--- src/rtl/set_assoc_cache_tag_lookup_unit_assert.svh ---
// Assertion macros for the cache tag lookup unit.
// Both expect signals named clk and rst in the module that uses them.
`ifndef SET_ASSOC_CACHE_TAG_LOOKUP_UNIT_ASSERT_SVH
`define SET_ASSOC_CACHE_TAG_LOOKUP_UNIT_ASSERT_SVH

// Consequent must hold in the same cycle as the antecedent.
`define SACL_ASSERT_NOW(lbl, ante, cons, msg) \
  lbl: assert property (@(posedge clk) disable iff (rst) (ante) |-> (cons)) \
    else $error(msg);

// Consequent must hold in the cycle after the antecedent.
`define SACL_ASSERT_NEXT(lbl, ante, cons, msg) \
  lbl: assert property (@(posedge clk) disable iff (rst) (ante) |=> (cons)) \
    else $error(msg);

`endif

--- src/rtl/sacl_pkg.sv ---
// ----------------------------------------------------------------------------
// sacl_pkg
// Shared types and constants of the cache tag lookup unit.
// ----------------------------------------------------------------------------
package sacl_pkg;

  localparam int ADDR_W  = 32;
  localparam int TAG_W   = 32;
  localparam int STAMP_W = 32;
  localparam int CNT_W   = 32;
  localparam int DATA_W  = 32;

  // Register indexes (paddr[3:2])
  localparam logic [1:0] REG_OFFSET_WIDTH = 2'd0;
  localparam logic [1:0] REG_INDEX_WIDTH  = 2'd1;
  localparam logic [1:0] REG_WAYS_IN_USE  = 2'd2;
  localparam logic [1:0] REG_REPLACE_FIFO = 2'd3;

  // Register reset values
  localparam logic [3:0] RST_OFFSET_WIDTH = 4'd4;
  localparam logic [2:0] RST_INDEX_WIDTH  = 3'd0;
  localparam logic [3:0] RST_WAYS_IN_USE  = 4'd8;
  localparam logic       RST_REPLACE_FIFO = 1'b1;

  typedef struct packed {
    logic [3:0] offset_width;
    logic [2:0] index_width;
    logic [3:0] ways_in_use;
    logic       replace_fifo;
  } cfg_t;

  // Controller -> datapath
  typedef struct packed {
    logic capture;     // take the address beat, read the set
    logic scan_start;  // clear the victim search
    logic scan_step;   // compare one way's age
    logic commit;      // write the set back, update counters, load result
  } cmd_t;

  // Datapath -> controller
  typedef struct packed {
    logic hit;         // valid matching way in the set
    logic free;        // an invalid way in use exists
    logic scan_last;   // search is at the last way in use
    logic out_free;    // result register can take a beat
  } status_t;

endpackage

--- src/rtl/sacl_ctrl.sv ---
// ----------------------------------------------------------------------------
// sacl_ctrl
// Sequencer: lookup, optional victim search, write-back of one access.
// ----------------------------------------------------------------------------
module sacl_ctrl (
  input  logic              clk,
  input  logic              rst,
  input  logic              in_valid,
  output logic              in_stall,
  input  sacl_pkg::status_t status,
  output sacl_pkg::cmd_t    cmd
);

  localparam logic [1:0] ST_IDLE   = 2'd0;
  localparam logic [1:0] ST_LOOKUP = 2'd1;
  localparam logic [1:0] ST_SCAN   = 2'd2;
  localparam logic [1:0] ST_WRITE  = 2'd3;

  logic [1:0] state;
  logic [1:0] state_next;

  // Next state and commands
  always_comb begin
    state_next = state;
    cmd        = '0;
    unique case (state)
      ST_IDLE: begin
        if (in_valid) begin
          cmd.capture = 1'b1;
          state_next  = ST_LOOKUP;
        end
      end
      ST_LOOKUP: begin
        if (status.hit || status.free) begin
          if (status.out_free) begin
            cmd.commit = 1'b1;
            state_next = ST_IDLE;
          end
        end else begin
          cmd.scan_start = 1'b1;
          state_next     = ST_SCAN;
        end
      end
      ST_SCAN: begin
        cmd.scan_step = 1'b1;
        if (status.scan_last) begin
          state_next = ST_WRITE;
        end
      end
      ST_WRITE: begin
        if (status.out_free) begin
          cmd.commit = 1'b1;
          state_next = ST_IDLE;
        end
      end
      default: begin
        state_next = ST_IDLE;
      end
    endcase
  end

  assign in_stall = (state != ST_IDLE);

  always_ff @(posedge clk) begin
    if (rst) begin
      state <= ST_IDLE;
    end else begin
      state <= state_next;
    end
  end

endmodule

--- config.mk ---
export PLATFORM = sky130hd
export DESIGN_NAME = sacl_ctrl
export DESIGN_NICKNAME = d
export VERILOG_FILES = /design/src/rtl/set_assoc_cache_tag_lookup_unit_assert.svh /design/src/rtl/sacl_pkg.sv /design/src/rtl/sacl_ctrl.sv
export SDC_FILE = /design/constraint.sdc
export NUM_CORES = 1
export LEC_CHECK = 0
export BUFFER_PORTS_ARGS = -buffer_cell sky130_fd_sc_hd__clkbuf_2
export CAP_MARGIN = 15
export CELL_PAD_IN_SITES_DETAIL_PLACEMENT = 1
export CELL_PAD_IN_SITES_GLOBAL_PLACEMENT = 1
export CORE_AREA = 2 2 39 41
export CTS_CLUSTER_DIAMETER = 50
export DETAILED_ROUTE_END_ITERATION = 16
export DIE_AREA = 0 0 41 43
export GPL_ROUTABILITY_DRIVEN = 0
export GPL_TIMING_DRIVEN = 0
export PLACE_DENSITY_LB_ADDON = 0.1
export SYNTH_ARGS = -nofsm -noshare
export SYNTH_HDL_FRONTEND = slang
export SYNTH_SLANG_ARGS = --single-unit
--- constraint.sdc ---
create_clock -name clk -period 1.4 [get_ports clk]
set_clock_uncertainty 0.2 [all_clocks]
set_input_delay 0.28 -clock clk [delete_from_list [all_inputs] [get_ports clk]]
set_output_delay 0.28 -clock clk [all_outputs]
set_load 0.05 [all_outputs]
; ---- Word-level counts from Yosys, hierarchy flattened
; Cells that the tools add are included.
[op_classes]
eq_ne = 5
muxes = 13
n_reduce_logical = 4
[ops]
columns = op, count
row1 = two-way mux 2 bit, 4
row2 = one-hot mux 2 bit (4 select lines), 1
row3 = two-way mux 1 bit, 7
row4 = == test 2 bit (second input constant), 2
row5 = != test 2 bit (second input constant), 2
row6 = == test 2 x 1 -> 1 bit (second input constant), 1
row7 = logical NOT 2 bit, 1
row8 = one-hot mux 1 bit (2 select lines), 1
row9 = AND reduction 2 bit, 1
row10 = nonzero test 2 bit, 1
row11 = logical OR 1 bit, 1
[word_totals]
word_cells = 23
reg_bits = 2
inputBits = 7

; ---- Logic depth before layout (Yosys ltp)
[depth]
word_depth = 3
mapped_depth = 2
mapped_depth_nobuf = 2

; ---- Worst setup path after synthesis
; Ideal clock, no wire load.
[synth_path]
kind = flip-flop to output port
from = register state[0]
to = output port cmd[3] in the netlist's numbering
n_path_buf = 0
setup_slack_ps = -539
arrival_ps = 1459
path_stages_with_launch = 3
t_required_ps = 920
cell_sequence = dfxtp_1 > or2_2 > nor2_1
[synth_lines]
columns = item, line
row1 = "start, declared", sacl_ctrl.sv:19  ; logic [1:0] state;
row2 = "start signal, assigned", sacl_ctrl.sv:68  ; state <= state_next;
row3 = "end, declared", sacl_ctrl.sv:11  ; output sacl_pkg::cmd_t cmd

==> qor.csv <==
metric,value,unit
Worst-Skew Late Latency,0.22,ns
final WL,497,um
core box area,1384,sq um
die area,1763,sq um
Slew @ Worst Pin,0.1456,ns
library cells used by synthesis,12,
post-synthesis sequential area ratio,29.36,%
critical path endpoint category,primary output,
nets,41,
met2 wire len,301,um
DIE WIDTH,41,um
top flop regs,state: 2 flops,
Avg Inst Size Synth,9.742,sq um
worst reg-to-reg setup slack,-0.11,ns
Final ANT Viol Nets,0,
Iter 0 DRT Violations,0,
Synthesis Warnings,0,
initial antenna violation count,0,
ANT cells,0,
DRT Pass-1 Iters,1,
"Hold-fix buffers, CTS",0,
Die Ht,43,um
total CTS buffers,3,
Worst Path Required,0.92,ns
pin count of the biggest net entering global routing,8,
post-route setup slack,-0.3917,ns
initial core utilization,9.855,%
global router's overall resource usage,6.600,%
final number of setup-violating endpoints,7,
min Tclk post-route,1.792,ns
placed cell areas,226.5,sq um
max reg flops,2,
hold path cells,2,
Critical Path Source Type,register,
maxcap violations,0,
Post-Synthesis Cells,14,
Hold Crit Class,in -> reg,
WL per Instance,10.35,um
Layout area overhead,166.1,%
"most common cell after layout, fill and taps aside",clkbuf_2,
Metal-1 WL,170,um
Pleak,0.1675,nW
normalized max-slew margin,90.30,%
Worst R2R Start,state[0],
Residual DRC,0,
"Core Util, Final",26.22,%
"commonest non-fill, non-tap cells in the layout","clkbuf_2 (6), buf_8 (4), clkbuf_4 (3)",
critical path class,reg -> out,
Tcrit/Tclk final,128.0,%
CTS tree,yes,
fraction of layout cells with a size suffix above 1,90.63,%
syn nets,21,
Reg2Reg Depth,4,
Synth Register Bits,2,
"top cells by area, synth","dfxtp_1 (29%), or4b_4 (10%), mux2_2 (8.3%), o311a_2 (8.3%), a21bo_2 (7.3%)",
first-pass GRT wire length,731,um
pre-CTS WS,-0.3806,ns
final instance area,362.8,sq um
Max Used Layer,met3,
worst hold path startpoint,rst,
RSZ-0062 raised after global routing,yes,
post-synth top area cell,dfxtp_1,
overflow left after global routing,0,
top cell type's share of synthesized area,29.36,%
worst vdd ir,368.8,uV
Worst-path clk slew,0.03,ns
vias per inst,3.667,
CTS sink cnt,2,
status,finished with violations,
num rows,14,
failing checks,setup timing,
data arrival time of the critical path,1.31,ns
vias post-DR,176,
Fill cells,159,
vias in the first global route,194,
fmax,0.5581,GHz
Cell Pwr Density,889.7,nW/um^2
clk buf depth,2,
DR WL met3,25,um
cell area after synthesis,136.4,sq um
htree depth,1,
Ports,12,
Root Buffer,clkbuf_4,
crit path max fanout,4,
largest reg by FF count,state,
FF-to-FF End,state[0],
PortBufs,11,
"Hold Violations, Final",0,
Hold Crit Endpoint,state[1],
Final Max Slew Viols,0,
-- kinds of logic (layout without fill, tap and decap cells) --
group / count (synthesis) / after routing / synth area share [%]
compound gates: 5 / 5 / 33.03
simple gates: 4 / 4 / 23.85
flops: 2 / 2 / 29.36
buf+inv: 2 / 20 / 5.507
mux: 1 / 1 / 8.256
-- worst max-delay path: stages, from the launching register on --
cell	delay, ns
dfxtp_4	0.35
or4b_4	0.48
clkinvlp_4	0.10
clkbuf_16	0.15
-- layer usage --
metal  vias up  global-route usage (%)
li1         89                       -
met1        82                   6.349
met2         5                   10.63
met3         0                   1.571
met4         0                   6.000
met5         -                       0
-- timing repair --
item | 4_1_cts | 5_1_grt
endpoints found under the setup margin | 5 | 7
resized for setup | 14 | 7
buffers inserted | 2 | 2
pin swaps | 1 | 2
-- synth_stat cells --
cell type / count
nor2_1: 1
inv_1: 2
and2b_2: 1
or4b_4: 1
dfxtp_1: 2
or2_2: 1
a21oi_2: 1
a21bo_2: 1
mux2_2: 1
o211a_1: 1
o311a_2: 1
a21oi_1: 1
-- layout make-up --
type / count / area, sq um / share of cell area [%]
timing repair buffer: 15 / 152.6 / 42.07
inverter: 2 / 11.26 / 3.103
sequential: 2 / 47.55 / 13.10
tap: 16 / 20.02 / 5.517
clock buffer: 3 / 22.52 / 6.207
multi-input combinational: 10 / 108.9 / 30.00
-- per-stage QoR --
stage                     hold WS, ns  TNS [ns]  total power [W]  std cells
after floorplan                0.1424   -0.1742        0.0001325         14
after global placement         0.2644   -0.4670        0.0001552         41
after detailed placement       0.2702   -0.5074        0.0001569         41
after CTS                     0.01778    -1.590        0.0003203         46
after global routing          0.02156    -1.701        0.0003451         48
final                         0.03053    -1.476        0.0003228         48
-- report_power, final --
group	total [W]	internal, W	switching [W]
clock network	0.000129	0.0000947	0.0000341
registers	0.0000653	0.0000608	0.00000445
logic	0.000129	0.0000635	0.0000652
total	0.000323	0.000219	0.000104
-- worst max-delay path by stage --
stage | startpoint | endpoint | slack, ns
after floorplan | state[0] | cmd[2] | -0.13
after global placement | status[3] | cmd[2] | -0.37
after detailed placement | status[3] | cmd[2] | -0.38
after CTS | state[1] | cmd[2] | -0.45
after global routing | state[1] | cmd[2] | -0.43
final | state[0] | cmd[2] | -0.39
Note: power is estimated with default switching activity, not from simulation.
